**src/design/sds_pkg.sv**
```systemverilog
`timescale 1ns / 1ps
// ----------------------------------------------------------------------------
// sds_pkg: shared definitions for the SCAN disk scheduler
// Sizes of the request store, field widths, operation codes and the
// result type of the shared compare unit.
// ----------------------------------------------------------------------------
package sds_pkg;

  localparam int MAX_REQUESTS = 32;
  localparam int CNT_W        = $clog2(MAX_REQUESTS + 1);
  localparam int ADDR_W       = (MAX_REQUESTS > 1) ? $clog2(MAX_REQUESTS) : 1;
  localparam int TRACK_W      = 16;
  localparam int SEEK_W       = 17;

  localparam logic [TRACK_W-1:0] UPPER_END_RESET = '1;

  localparam logic OP_LOAD  = 1'b0;
  localparam logic OP_START = 1'b1;

  typedef struct packed {
    logic gt;      // data above the threshold
    logic lt;      // data below the threshold
    logic better;  // data closer to the threshold than the current best
    logic equal;   // data equal to the current best
  } cmp_res_t;

endpackage

```
**src/design/scan_disk_scheduler.sv**
```systemverilog
`timescale 1ns / 1ps
// A load is written to the store; a rejected load shows its overflow result in the next cycle.
// A start first counts the stored requests above and below the start head, then searches the store
// once for each distinct track it stops at, all through the one compare unit.
// Loads are accepted one per cycle while the result channel is not stalled;
// a run holds off input until its last stop is issued.
// rst_n is synchronous and active low: it empties the store and sets upper_end to 65535.
// ----------------------------------------------------------------------------
// scan_disk_scheduler: SCAN elevator disk scheduler
// Stores pending request tracks and, on a start transaction, serves those off the start head
// track in elevator order, emitting each stop with the running seek total.
// ----------------------------------------------------------------------------
module scan_disk_scheduler (
  input  logic                        clk,
  input  logic                        rst_n,
  input  logic                        in_valid,
  output logic                        in_stall,
  input  logic                        in_operation,
  input  logic [sds_pkg::TRACK_W-1:0] in_request_track,
  input  logic [sds_pkg::TRACK_W-1:0] in_start_head,
  input  logic                        in_sweep_up,
  output logic                        out_valid,
  input  logic                        out_stall,
  output logic [sds_pkg::TRACK_W-1:0] out_served_track,
  output logic [sds_pkg::SEEK_W-1:0]  out_seek_total,
  output logic                        out_is_last,
  output logic                        out_overflow,
  input  logic                        cfg_valid,
  output logic                        cfg_ready,
  input  logic [sds_pkg::TRACK_W-1:0] cfg_upper_end
);

  localparam logic [2:0] ST_IDLE = 3'd0;
  localparam logic [2:0] ST_CNT  = 3'd1;
  localparam logic [2:0] ST_FIND = 3'd2;
  localparam logic [2:0] ST_EMIT = 3'd3;
  localparam logic [2:0] ST_TURN = 3'd4;

  logic [2:0]                  state_r, state_nxt;
  logic [sds_pkg::CNT_W-1:0]   cnt_r, cnt_nxt;
  logic [sds_pkg::CNT_W-1:0]   idx_r, idx_nxt;
  logic                        pvld_r, pvld_nxt;
  logic [sds_pkg::CNT_W-1:0]   cnt_hi_r, cnt_hi_nxt;
  logic [sds_pkg::CNT_W-1:0]   cnt_lo_r, cnt_lo_nxt;
  logic [sds_pkg::CNT_W-1:0]   rem_r, rem_nxt;
  logic [sds_pkg::CNT_W-1:0]   rem_b_r, rem_b_nxt;
  logic [sds_pkg::CNT_W-1:0]   grp_r, grp_nxt;
  logic                        found_r, found_nxt;
  logic                        phase_b_r, phase_b_nxt;
  logic                        asc_r, asc_nxt;
  logic                        up_r, up_nxt;
  logic [sds_pkg::TRACK_W-1:0] upper_r, upper_nxt;
  logic [sds_pkg::TRACK_W-1:0] head_r, head_nxt;
  logic [sds_pkg::TRACK_W-1:0] thr_r, thr_nxt;
  logic [sds_pkg::TRACK_W-1:0] best_r, best_nxt;
  logic [sds_pkg::TRACK_W-1:0] pos_r, pos_nxt;
  logic [sds_pkg::SEEK_W-1:0]  acc_r, acc_nxt;

  logic                        out_valid_r, out_valid_nxt;
  logic [sds_pkg::TRACK_W-1:0] out_track_r, out_track_nxt;
  logic [sds_pkg::SEEK_W-1:0]  out_seek_r, out_seek_nxt;
  logic                        out_last_r, out_last_nxt;
  logic                        out_ovf_r, out_ovf_nxt;

  logic                        out_free;
  logic                        in_acc;
  logic                        scan_done;
  logic                        wr_en;
  logic [sds_pkg::TRACK_W-1:0] rd_data;
  logic [sds_pkg::TRACK_W-1:0] seek_tgt;
  logic [sds_pkg::SEEK_W-1:0]  seek_sum;
  sds_pkg::cmp_res_t           cmp;

  sds_store u_store (
    .clk     (clk),
    .wr_en   (wr_en),
    .wr_addr (cnt_r[sds_pkg::ADDR_W-1:0]),
    .wr_data (in_request_track),
    .rd_addr (idx_r[sds_pkg::ADDR_W-1:0]),
    .rd_data (rd_data)
  );

  sds_cmp u_cmp (
    .data (rd_data),
    .thr  (thr_r),
    .best (best_r),
    .asc  (asc_r),
    .res  (cmp)
  );

  // The turning stop goes to the upper end or to track 0.
  assign seek_tgt = (state_r == ST_TURN) ? (up_r ? upper_r : '0) : best_r;

  sds_seek u_seek (
    .acc     (acc_r),
    .pos     (pos_r),
    .target  (seek_tgt),
    .acc_nxt (seek_sum)
  );

  assign out_free  = !out_valid_r || !out_stall;
  assign in_stall  = !((state_r == ST_IDLE) && out_free);
  assign in_acc    = in_valid && !in_stall;
  assign cfg_ready = (state_r == ST_IDLE);
  assign wr_en     = in_acc && (in_operation == sds_pkg::OP_LOAD) &&
                     (cnt_r < sds_pkg::CNT_W'(sds_pkg::MAX_REQUESTS));
  // A scan is over once every address has been issued and the last read consumed.
  assign scan_done = (idx_r == cnt_r) && !pvld_r;

  assign out_valid        = out_valid_r;
  assign out_served_track = out_track_r;
  assign out_seek_total   = out_seek_r;
  assign out_is_last      = out_last_r;
  assign out_overflow     = out_ovf_r;

  always_comb begin
    state_nxt     = state_r;
    cnt_nxt       = cnt_r;
    idx_nxt       = idx_r;
    pvld_nxt      = pvld_r;
    cnt_hi_nxt    = cnt_hi_r;
    cnt_lo_nxt    = cnt_lo_r;
    rem_nxt       = rem_r;
    rem_b_nxt     = rem_b_r;
    grp_nxt       = grp_r;
    found_nxt     = found_r;
    phase_b_nxt   = phase_b_r;
    asc_nxt       = asc_r;
    up_nxt        = up_r;
    upper_nxt     = upper_r;
    head_nxt      = head_r;
    thr_nxt       = thr_r;
    best_nxt      = best_r;
    pos_nxt       = pos_r;
    acc_nxt       = acc_r;
    out_valid_nxt = out_valid_r;
    out_track_nxt = out_track_r;
    out_seek_nxt  = out_seek_r;
    out_last_nxt  = out_last_r;
    out_ovf_nxt   = out_ovf_r;

    if (out_valid_r && !out_stall) begin
      out_valid_nxt = 1'b0;
    end

    if (cfg_valid && cfg_ready) begin
      upper_nxt = cfg_upper_end;
    end

    // Store walk shared by the count pass and the search pass.
    if ((state_r == ST_CNT) || (state_r == ST_FIND)) begin
      if (idx_r < cnt_r) begin
        idx_nxt  = idx_r + 1'b1;
        pvld_nxt = 1'b1;
      end else begin
        pvld_nxt = 1'b0;
      end
    end

    unique case (state_r)
      ST_IDLE: begin
        if (in_acc) begin
          if (in_operation == sds_pkg::OP_LOAD) begin
            if (wr_en) begin
              cnt_nxt = cnt_r + 1'b1;
            end else begin
              out_valid_nxt = 1'b1;
              out_track_nxt = '0;
              out_seek_nxt  = '0;
              out_last_nxt  = 1'b0;
              out_ovf_nxt   = 1'b1;
            end
          end else begin
            head_nxt    = in_start_head;
            thr_nxt     = in_start_head;
            pos_nxt     = in_start_head;
            up_nxt      = in_sweep_up;
            acc_nxt     = '0;
            idx_nxt     = '0;
            pvld_nxt    = 1'b0;
            cnt_hi_nxt  = '0;
            cnt_lo_nxt  = '0;
            phase_b_nxt = 1'b0;
            state_nxt   = ST_CNT;
          end
        end
      end
      ST_CNT: begin
        if (pvld_r) begin
          if (cmp.gt) cnt_hi_nxt = cnt_hi_r + 1'b1;
          if (cmp.lt) cnt_lo_nxt = cnt_lo_r + 1'b1;
        end
        if (scan_done) begin
          asc_nxt   = up_r;
          rem_nxt   = up_r ? cnt_hi_r : cnt_lo_r;
          rem_b_nxt = up_r ? cnt_lo_r : cnt_hi_r;
          idx_nxt   = '0;
          found_nxt = 1'b0;
          state_nxt = ((up_r ? cnt_hi_r : cnt_lo_r) != '0) ? ST_FIND : ST_TURN;
        end
      end
      ST_FIND: begin
        // Nearest track beyond the threshold in the sweep direction, with its copies.
        if (pvld_r && (asc_r ? cmp.gt : cmp.lt)) begin
          if (!found_r || cmp.better) begin
            best_nxt  = rd_data;
            grp_nxt   = sds_pkg::CNT_W'(1);
            found_nxt = 1'b1;
          end else if (cmp.equal) begin
            grp_nxt = grp_r + 1'b1;
          end
        end
        if (scan_done) begin
          state_nxt = ST_EMIT;
        end
      end
      ST_EMIT: begin
        if (out_free) begin
          out_valid_nxt = 1'b1;
          out_track_nxt = best_r;
          out_seek_nxt  = seek_sum;
          out_last_nxt  = phase_b_r && (rem_r == sds_pkg::CNT_W'(1));
          out_ovf_nxt   = 1'b0;
          acc_nxt       = seek_sum;
          pos_nxt       = best_r;
          grp_nxt       = grp_r - 1'b1;
          rem_nxt       = rem_r - 1'b1;
          if (grp_r == sds_pkg::CNT_W'(1)) begin
            thr_nxt = best_r;
            if (rem_r == sds_pkg::CNT_W'(1)) begin
              if (phase_b_r) begin
                cnt_nxt   = '0;
                state_nxt = ST_IDLE;
              end else begin
                state_nxt = ST_TURN;
              end
            end else begin
              idx_nxt   = '0;
              pvld_nxt  = 1'b0;
              found_nxt = 1'b0;
              state_nxt = ST_FIND;
            end
          end
        end
      end
      ST_TURN: begin
        if (out_free) begin
          out_valid_nxt = 1'b1;
          out_track_nxt = seek_tgt;
          out_seek_nxt  = seek_sum;
          out_last_nxt  = (rem_b_r == '0);
          out_ovf_nxt   = 1'b0;
          acc_nxt       = seek_sum;
          pos_nxt       = seek_tgt;
          phase_b_nxt   = 1'b1;
          rem_nxt       = rem_b_r;
          thr_nxt       = head_r;
          asc_nxt       = !up_r;
          if (rem_b_r != '0) begin
            idx_nxt   = '0;
            pvld_nxt  = 1'b0;
            found_nxt = 1'b0;
            state_nxt = ST_FIND;
          end else begin
            cnt_nxt   = '0;
            state_nxt = ST_IDLE;
          end
        end
      end
      default: begin
        state_nxt = ST_IDLE;
      end
    endcase
  end

  always_ff @(posedge clk) begin
    if (!rst_n) begin
      state_r     <= ST_IDLE;
      cnt_r       <= '0;
      idx_r       <= '0;
      pvld_r      <= 1'b0;
      upper_r     <= sds_pkg::UPPER_END_RESET;
      out_valid_r <= 1'b0;
    end else begin
      state_r     <= state_nxt;
      cnt_r       <= cnt_nxt;
      idx_r       <= idx_nxt;
      pvld_r      <= pvld_nxt;
      upper_r     <= upper_nxt;
      out_valid_r <= out_valid_nxt;
    end
  end

  always_ff @(posedge clk) begin
    cnt_hi_r    <= cnt_hi_nxt;
    cnt_lo_r    <= cnt_lo_nxt;
    rem_r       <= rem_nxt;
    rem_b_r     <= rem_b_nxt;
    grp_r       <= grp_nxt;
    found_r     <= found_nxt;
    phase_b_r   <= phase_b_nxt;
    asc_r       <= asc_nxt;
    up_r        <= up_nxt;
    head_r      <= head_nxt;
    thr_r       <= thr_nxt;
    best_r      <= best_nxt;
    pos_r       <= pos_nxt;
    acc_r       <= acc_nxt;
    out_track_r <= out_track_nxt;
    out_seek_r  <= out_seek_nxt;
    out_last_r  <= out_last_nxt;
    out_ovf_r   <= out_ovf_nxt;
  end

endmodule

```
**src/design/sds_store.sv**
```systemverilog
`timescale 1ns / 1ps
// ----------------------------------------------------------------------------
// sds_store: request track memory
// One write port and one registered read port.
// ----------------------------------------------------------------------------
module sds_store (
  input  logic                          clk,
  input  logic                          wr_en,
  input  logic [sds_pkg::ADDR_W-1:0]    wr_addr,
  input  logic [sds_pkg::TRACK_W-1:0]   wr_data,
  input  logic [sds_pkg::ADDR_W-1:0]    rd_addr,
  output logic [sds_pkg::TRACK_W-1:0]   rd_data
);

  logic [sds_pkg::TRACK_W-1:0] mem [sds_pkg::MAX_REQUESTS];
  logic [sds_pkg::TRACK_W-1:0] rd_data_r;

  always_ff @(posedge clk) begin
    if (wr_en) begin
      mem[wr_addr] <= wr_data;
    end
    rd_data_r <= mem[rd_addr];
  end

  assign rd_data = rd_data_r;

endmodule

```
**src/design/sds_cmp.sv**
```systemverilog
`timescale 1ns / 1ps
// ----------------------------------------------------------------------------
// sds_cmp: shared track compare unit
// Compares one stored track against the search threshold and the best
// candidate found so far in the current scan.
// ----------------------------------------------------------------------------
module sds_cmp (
  input  logic [sds_pkg::TRACK_W-1:0] data,
  input  logic [sds_pkg::TRACK_W-1:0] thr,
  input  logic [sds_pkg::TRACK_W-1:0] best,
  input  logic                        asc,
  output sds_pkg::cmp_res_t           res
);

  always_comb begin
    res.gt     = data > thr;
    res.lt     = data < thr;
    res.better = asc ? (data < best) : (data > best);
    res.equal  = data == best;
  end

endmodule

```
**src/design/sds_seek.sv**
```systemverilog
`timescale 1ns / 1ps
// ----------------------------------------------------------------------------
// sds_seek: seek distance accumulator
// Adds the absolute head movement to the running total, saturating at the
// largest value the total can hold.
// ----------------------------------------------------------------------------
module sds_seek (
  input  logic [sds_pkg::SEEK_W-1:0]  acc,
  input  logic [sds_pkg::TRACK_W-1:0] pos,
  input  logic [sds_pkg::TRACK_W-1:0] target,
  output logic [sds_pkg::SEEK_W-1:0]  acc_nxt
);

  logic [sds_pkg::TRACK_W-1:0] diff;
  logic [sds_pkg::SEEK_W:0]    sum;

  always_comb begin
    diff = (pos >= target) ? (pos - target) : (target - pos);
    sum  = {1'b0, acc} + {{(sds_pkg::SEEK_W + 1 - sds_pkg::TRACK_W){1'b0}}, diff};
    acc_nxt = sum[sds_pkg::SEEK_W] ? '1 : sum[sds_pkg::SEEK_W-1:0];
  end

endmodule

```
**config.mk**
```make
export PLATFORM = sky130hd
export DESIGN_NAME = scan_disk_scheduler
export DESIGN_NICKNAME = d
export VERILOG_FILES = /design/src/design/sds_pkg.sv /design/src/design/scan_disk_scheduler.sv /design/src/design/sds_store.sv /design/src/design/sds_cmp.sv /design/src/design/sds_seek.sv
export SDC_FILE = /design/constraint.sdc
export NUM_CORES = 1
export LEC_CHECK = 0
export BUFFER_PORTS_ARGS = -buffer_cell sky130_fd_sc_hd__buf_2
export CELL_PAD_IN_SITES_DETAIL_PLACEMENT = 1
export CELL_PAD_IN_SITES_GLOBAL_PLACEMENT = 1
export CORE_ASPECT_RATIO = 1.5
export CORE_UTILIZATION = 55
export DETAILED_ROUTE_END_ITERATION = 8
export PLACE_DENSITY_LB_ADDON = 0.1
export SLEW_MARGIN = 20
export SYNTH_ARGS = -nofsm -noshare
export SYNTH_HDL_FRONTEND = slang
export SYNTH_HIERARCHICAL = 1
export SYNTH_SLANG_ARGS = --single-unit
```
**constraint.sdc**
```tcl
create_clock -name clk -period 14.3 [get_ports clk]
set_input_delay 2.86 -clock clk [delete_from_list [all_inputs] [get_ports clk]]
set_output_delay 2.86 -clock clk [all_outputs]
set_load 0.01 [all_outputs]
```
==> results.cfg, run 1 <==
[setup_path]
worstPathRequired_ps = 14670
cp-end-kind = flop
r2r-start = state_r[0]
cp.arrival_ps = 7110
worstPathCellList = nor2_2, and3_1, buf_4, a22o_1, ha_1, inv_1, fa_1, a211oi_2, o211ai_2, nand2_2, nand3_2, a221oi_4, mux2i_1, xor2_1, ha_1, a21oi_1, nor2_1, a211oi_1, o31a_1, o31a_1, nand2b_1, o21ai_0, and2_1
regToRegEndpoint = out_seek_total[15]
rrSetupSlack_ps = 7560
startpoint = state_r[0]
crit_type = reg -> reg
slowest_stage = a221oi_4
setup.worst_path.end = out_seek_total[15]
cp_num_cells = 23
startpoint_type = flop
slowest_delay_ps = 860
crit_buf_inv = 2
crit_fanout = 24
r2r_cells = 23
crit_family = compound AO/OA/AOI/OAI gates

[die]
core_area_um2 = 56760
die-area_um2 = 58460
num_rows = 107
start_util_pct = 55.69
die_h_um = 295.6
chipWidth_um = 197.8
io_pins = 93

[routing]
wire_per_inst_um = 26.75
num_vias = 19560
first_iter_violations = 1070
route.detailed.drc = 0
drtPass1Iterations = 5
ant_nets = 0
via_per_inst = 6.149
routed_wl_um = 85090

[global_route]
grtUsageMet2_pct = 55.52
grt_use_met3_pct = 2.900
grt_pass1_wl_um = 125900
antenna_found_initial = 1
grt.busiest_layer = met2
grtUsageMet1_pct = 32.71
grt_pass1_vias = 20990
grt_usage_pct = 29.41
grt_overflow = 0
grt_start_max_net_pins = 117

[synth]
synth_edf_count = 662
synth_area_per_cell_um2 = 13.96
synthTopCellsByCount = edfxtp_1, mux2i_1, nand2_1
syn-num-nets = 2417
synth_area_um2 = 31610
synth_top_area_cell = edfxtp_1
ys_warn_count = 6
ys_seq_area_share_pct = 65.98
synth_top_area_share_pct = 62.88
async_flop_share_pct = 0
yosysMostFrequentCell = edfxtp_1
syn_inst = 2265
synth-main-ff-cell = edfxtp_1
synth_cell_types = 77
synth.area.top_cells = edfxtp_1, mux2i_1, ha_1
synth_seq_cells = 711

[clock_tree]
clk_pin_slew_ps = 60
cts_made_buffers = 68
cts.sink_count = 711
post-cts-setup-buffer-count = 0
post_cts_resize_count = 0
clkLatencyLatePin_ps = 620
hold_buffers = 0
h-tree-depth = 3
cts_max_path_buffers = 3
cts_tree = done
cts_root_buf = clkbuf_16

[cells_and_area]
fin_cells = 3181
final_util_pct = 61.43
drive_gt1_share_pct = 11.46
diodes = 0
area_delta_synth_final_pct = 10.29
layout.nets = 2517

[timing]
slew_headroom_pct = 23.87
setup_viol = 0
slew_viol_final = 0
worst_slew_pin_slew_ps = 1138
fin_crit_ps = 6740
finalClockSkew_ps = 14.57
rsz0062_at_grt = false
fmax_mhz = 148.4
setup_tns_ps = 0
post-route-period-util_pct = 47.13
hold_violations = 0

[place]
dpl.hpwl_um = 55260
numPortBuffers = 92
dp.cells = 3058
routabilityCongestion = 0.9129

[run]
max_cap_violations = 0

[hold_path]
min_from = u_store/rd_data[0]
holdCritPathClass = reg -> reg

[power]
ir_drop_mv = 0.1149
p_leak_nw = 12.13
p_per_area_nw_per_um2 = 156.6

[outcome]
status = finished clean
-- area by class of cell --
class                   count  area (µm²)
clock inverters            38       329.1
well taps                 763       954.7
flip-flops and latches    711       20860
inverters                  87       326.6
clock buffers              85        1839
fillers                  5451       21900
repair buffers            143       855.8
multi-input cells        1354        9699
-- routing by layer --
layer  vias to the layer above  share of wire [%]
met3                       189                3.9
met5                         -                  0
met1                     10030                 37
li1                       8764                  -
met2                       579                 55
met4                         0                4.4
-- sequential cells by signal, indices dropped and copies added (netlist names), 16 cells and up --
| signal | cells |
|---|---|
| acc_r | 17 |
| best_r | 16 |
| head_r | 16 |
| out_seek_total | 17 |
| out_served_track | 16 |
| pos_r | 16 |
| thr_r | 16 |
| u_store/mem | 512 |
| u_store/rd_data | 16 |
| upper_r | 16 |
-- cells in the final DEF (no fill, tap or decap), types with 17 or more instances in the layout --
cell type / instances
xnor2_1: 17
mux2i_1: 282
a21oi_1: 104
edfxtp_1: 662
nand4_1: 35
o21ai_0: 48
buf_2: 92
ha_1: 94
nand3_1: 89
dfxtp_1: 48
a22o_1: 48
nand2b_1: 20
nor2_1: 88
inv_1: 87
clkbuf_16: 71
buf_4: 50
xor2_1: 25
a31oi_1: 26
a22oi_1: 74
and2_1: 24
nand2_1: 209
nor3_1: 23
-- cell families (layout without fill, tap and decap cells) --
| logic type | after synthesis | in the layout | synth area share, % |
|---|---|---|---|
| AOI/OAI and AO/OA | 384 | 384 | 8.292 |
| adders and majority gates | 97 | 97 | 3.910 |
| xor gates and xnor gates | 42 | 42 | 1.164 |
| muxes | 290 | 290 | 9.214 |
| DFF | 711 | 711 | 65.98 |
| and+or+nand+nor | 541 | 541 | 8.018 |
| buffers and inverters | 200 | 353 | 3.419 |
-- through the flow --
step / cell area [µm²] / worst slack, ps / power, mW / hold slack, ps
5_1_grt: 34870 / 7013 / 5.668 / 455.0
2_1_floorplan: 31610 / 8094 / 3.395 / 408.2
3_5_place_dp: 32700 / 7609 / 3.714 / 429.2
4_1_cts: 34870 / 7556 / 5.490 / 450.9
3_3_place_gp: 32700 / 7763 / 3.666 / 419.4
6_report: 34870 / 7560 / 5.459 / 446.0
-- worst register-to-register path, stage by stage, from the launching register on --
cell      delay [ps]
dfxtp_1          500
nor2_2           370
and3_1           200
buf_4            290
a22o_1           220
ha_1             170
inv_1             60
fa_1             480
a211oi_2         290
o211ai_2         130
nand2_2           90
nand3_2          100
a221oi_4         860
mux2i_1          300
xor2_1           180
ha_1             300
a21oi_1          200
nor2_1            90
a211oi_1         250
o31a_1           330
o31a_1           200
nand2b_1         520
o21ai_0          190
and2_1           190
-- power breakdown --
group	switching, mW	internal, mW	total [mW]
combinational	0.712	0.445	1.16
clock	0.794	0.981	1.77
sequential	0.106	2.42	2.53
-- worst min path at each step --
stage / end / slack, ps / cells after the start
4_1_cts: best_r[0] / 450 / 0
2_1_floorplan: best_r[0] / 410 / 0
6_report: best_r[0] / 450 / 0
3_3_place_gp: best_r[0] / 420 / 0
3_5_place_dp: best_r[0] / 430 / 0
5_1_grt: best_r[0] / 450 / 0
Power figures use the tool's default switching activity.
==> run 2: changes to the inputs <==
- ABC_AREA: default -> 1
- CORE_UTILIZATION: 55 -> 45
- clock period: 14.3 -> 5.95 ns (I/O delays scaled with it)
==> results.cfg, run 2 <==
[synth]
synth_area_um2 = 33390
synth_area_per_cell_um2 = 9.898
synthTopCellsByCount = nand2_1, edfxtp_1, nand3_1
synth_top_area_share_pct = 59.53
synth-main-ff-cell = edfxtp_1
yosysMostFrequentCell = nand2_1
synth_cell_types = 47
synth_seq_cells = 711
ys_warn_count = 6
synth_top_area_cell = edfxtp_1
synth.area.top_cells = edfxtp_1, nand2_1, nand3_1
ys_seq_area_share_pct = 62.47
async_flop_share_pct = 0
synth_edf_count = 662
syn-num-nets = 3526
syn_inst = 3374

[routing]
via_per_inst = 5.424
routed_wl_um = 100800
num_vias = 24450
drtPass1Iterations = 5
first_iter_violations = 1637
wire_per_inst_um = 22.36
route.detailed.drc = 0
ant_nets = 0

[outcome]
status = finished clean

[setup_path]
crit_buf_inv = 5
startpoint_type = flop
slowest_stage = nor2_2
cp.arrival_ps = 5740
crit_top_cell = nand2_1
crit_type = reg -> reg
r2r_cells = 25
r2r-start = state_r[1]
slowest_delay_ps = 470
crit_fanout = 23
worstPathRequired_ps = 6270
crit_family = simple AND/OR/NAND/NOR gates
rrSetupSlack_ps = 530
cp-end-kind = flop
regToRegEndpoint = out_seek_total[2]

[timing]
hold_violations = 0
rsz0062_at_grt = false
slew_headroom_pct = 29.43
setup_viol = 0
setup_tns_ps = 0
post-route-period-util_pct = 91.08
slew_viol_final = 0
fin_crit_ps = 5419
fmax_mhz = 184.5
worst_slew_pin_slew_ps = 1058
finalClockSkew_ps = 18.04

[die]
die-area_um2 = 75330
chipWidth_um = 224.4
num_rows = 122
core_area_um2 = 73580
io_pins = 93
die_h_um = 335.6
start_util_pct = 45.39

[hold_path]
holdPathStages = 0
holdCritPathClass = reg -> reg
min_from = u_store/rd_data[0]
holdPathEnd = best_r[0]

[cells_and_area]
n_fill_cell = 8273
layout.nets = 3611
seqCellArea_um2 = 20870
layout_commonest_cell = nand2_1
diodes = 0
largest_reg_flops = 512
postLayoutCellArea_um2 = 37180
multiInputGateArea_um2 = 10650
final_cell_mix = nand2_1, edfxtp_1, nand3_1, inv_1, nor2_1
top_register = u_store/mem
final_util_pct = 50.54
area_delta_synth_final_pct = 11.35
fin_cells = 4507
drive_gt1_share_pct = 8.848

[power]
report.power.total_mw = 19.82
p_leak_nw = 15.34
p_per_area_nw_per_um2 = 533.2
ir_drop_mv = 0.2611

[clock_tree]
cts_made_buffers = 73
post_cts_resize_count = 0
h-tree-depth = 3
post-cts-setup-buffer-count = 0
cts_tree = done
cts_root_buf = clkbuf_16
hold_buffers = 0
cts.sink_count = 711
clk_pin_slew_ps = 60
cts_max_path_buffers = 3
clkLatencyLatePin_ps = 630

[place]
place_area_um2 = 34670
dpl.hpwl_um = 66800
dp.cells = 4376
numPortBuffers = 92
routabilityCongestion = 0.9250

[global_route]
grt_start_max_net_pins = 130
grt_overflow = 0
grt_usage_pct = 27.10
grt_pass1_wl_um = 153100
grt_pass1_vias = 26310
antenna_found_initial = 1

[run]
max_cap_violations = 0
-- run 2: cell types whose count changed in the layout (fill, tap and decap cells not counted), sizes merged, moves of 20 or more --
| cell | delta |
|---|---|
| nand2 | +1036 |
| a31oi | -24 |
| a22oi | -74 |
| nor2 | +67 |
| inv | +183 |
| mux2i | -282 |
| nand2b | -20 |
| a22o | -48 |
| and2 | -21 |
| a21oi | -36 |
| nand3 | +440 |
-- run 2: final cells by class --
| class | count | area share [%] |
|---|---|---|
| Sequential cell | 711 | 56.12 |
| Multi-Input combinational cell | 2255 | 28.63 |
| Clock buffer | 91 | 5.209 |
| Tap cell | 992 | 3.338 |
| Inverter | 270 | 2.749 |
| Timing Repair Buffer | 148 | 2.436 |
| Clock inverter | 40 | 1.514 |
-- run 2: worst max path at each step --
| stage | startpoint | end | depth (start not counted) |
|---|---|---|---|
| 2_1_floorplan | state_r[1] | acc_r[12] | 28 |
| 3_3_place_gp | state_r[1] | out_seek_total[2] | 25 |
| 3_5_place_dp | state_r[1] | out_seek_total[3] | 25 |
| 4_1_cts | state_r[1] | acc_r[2] | 25 |
| 5_1_grt | state_r[1] | out_seek_total[2] | 25 |
| 6_report | state_r[1] | out_seek_total[2] | 25 |
-- run 2: kinds of logic after synthesis --
kind of cell | after synthesis | synth area share [%]
and+or+nand+nor | 1979 | 24.83
DFF | 711 | 62.47
buffers and inverters | 408 | 5.755
AOI/OAI and AO/OA | 151 | 2.510
adders and majority gates | 97 | 3.702
xor gates and xnor gates | 28 | 0.7344
-- run 2: report_power, final --
part | switching (mW) | internal (mW) | total [mW]
Sequential | 0.418 | 6.28 | 6.70
Clock | 1.99 | 2.89 | 4.89
Combinational | 5.79 | 2.44 | 8.24
-- run 2: metrics by stage --
stage	setup WS, ps	hold slack, ps
6_report	530.7	453.3
5_1_grt	78.59	451.3
4_1_cts	445.0	448.4
3_5_place_dp	486.4	433.6
3_3_place_gp	689.7	421.0
2_1_floorplan	1788	408.2
-- run 2: layer usage --
metal | vias up | track usage, % | wire (µm)
met1 | 12220 | 29.80 | 38190
met5 | - | 0 | 11
met2 | 535 | 51.72 | 54940
met4 | 2 | 12.09 | 4274
li1 | 11490 | - | -
met3 | 199 | 2.984 | 3357
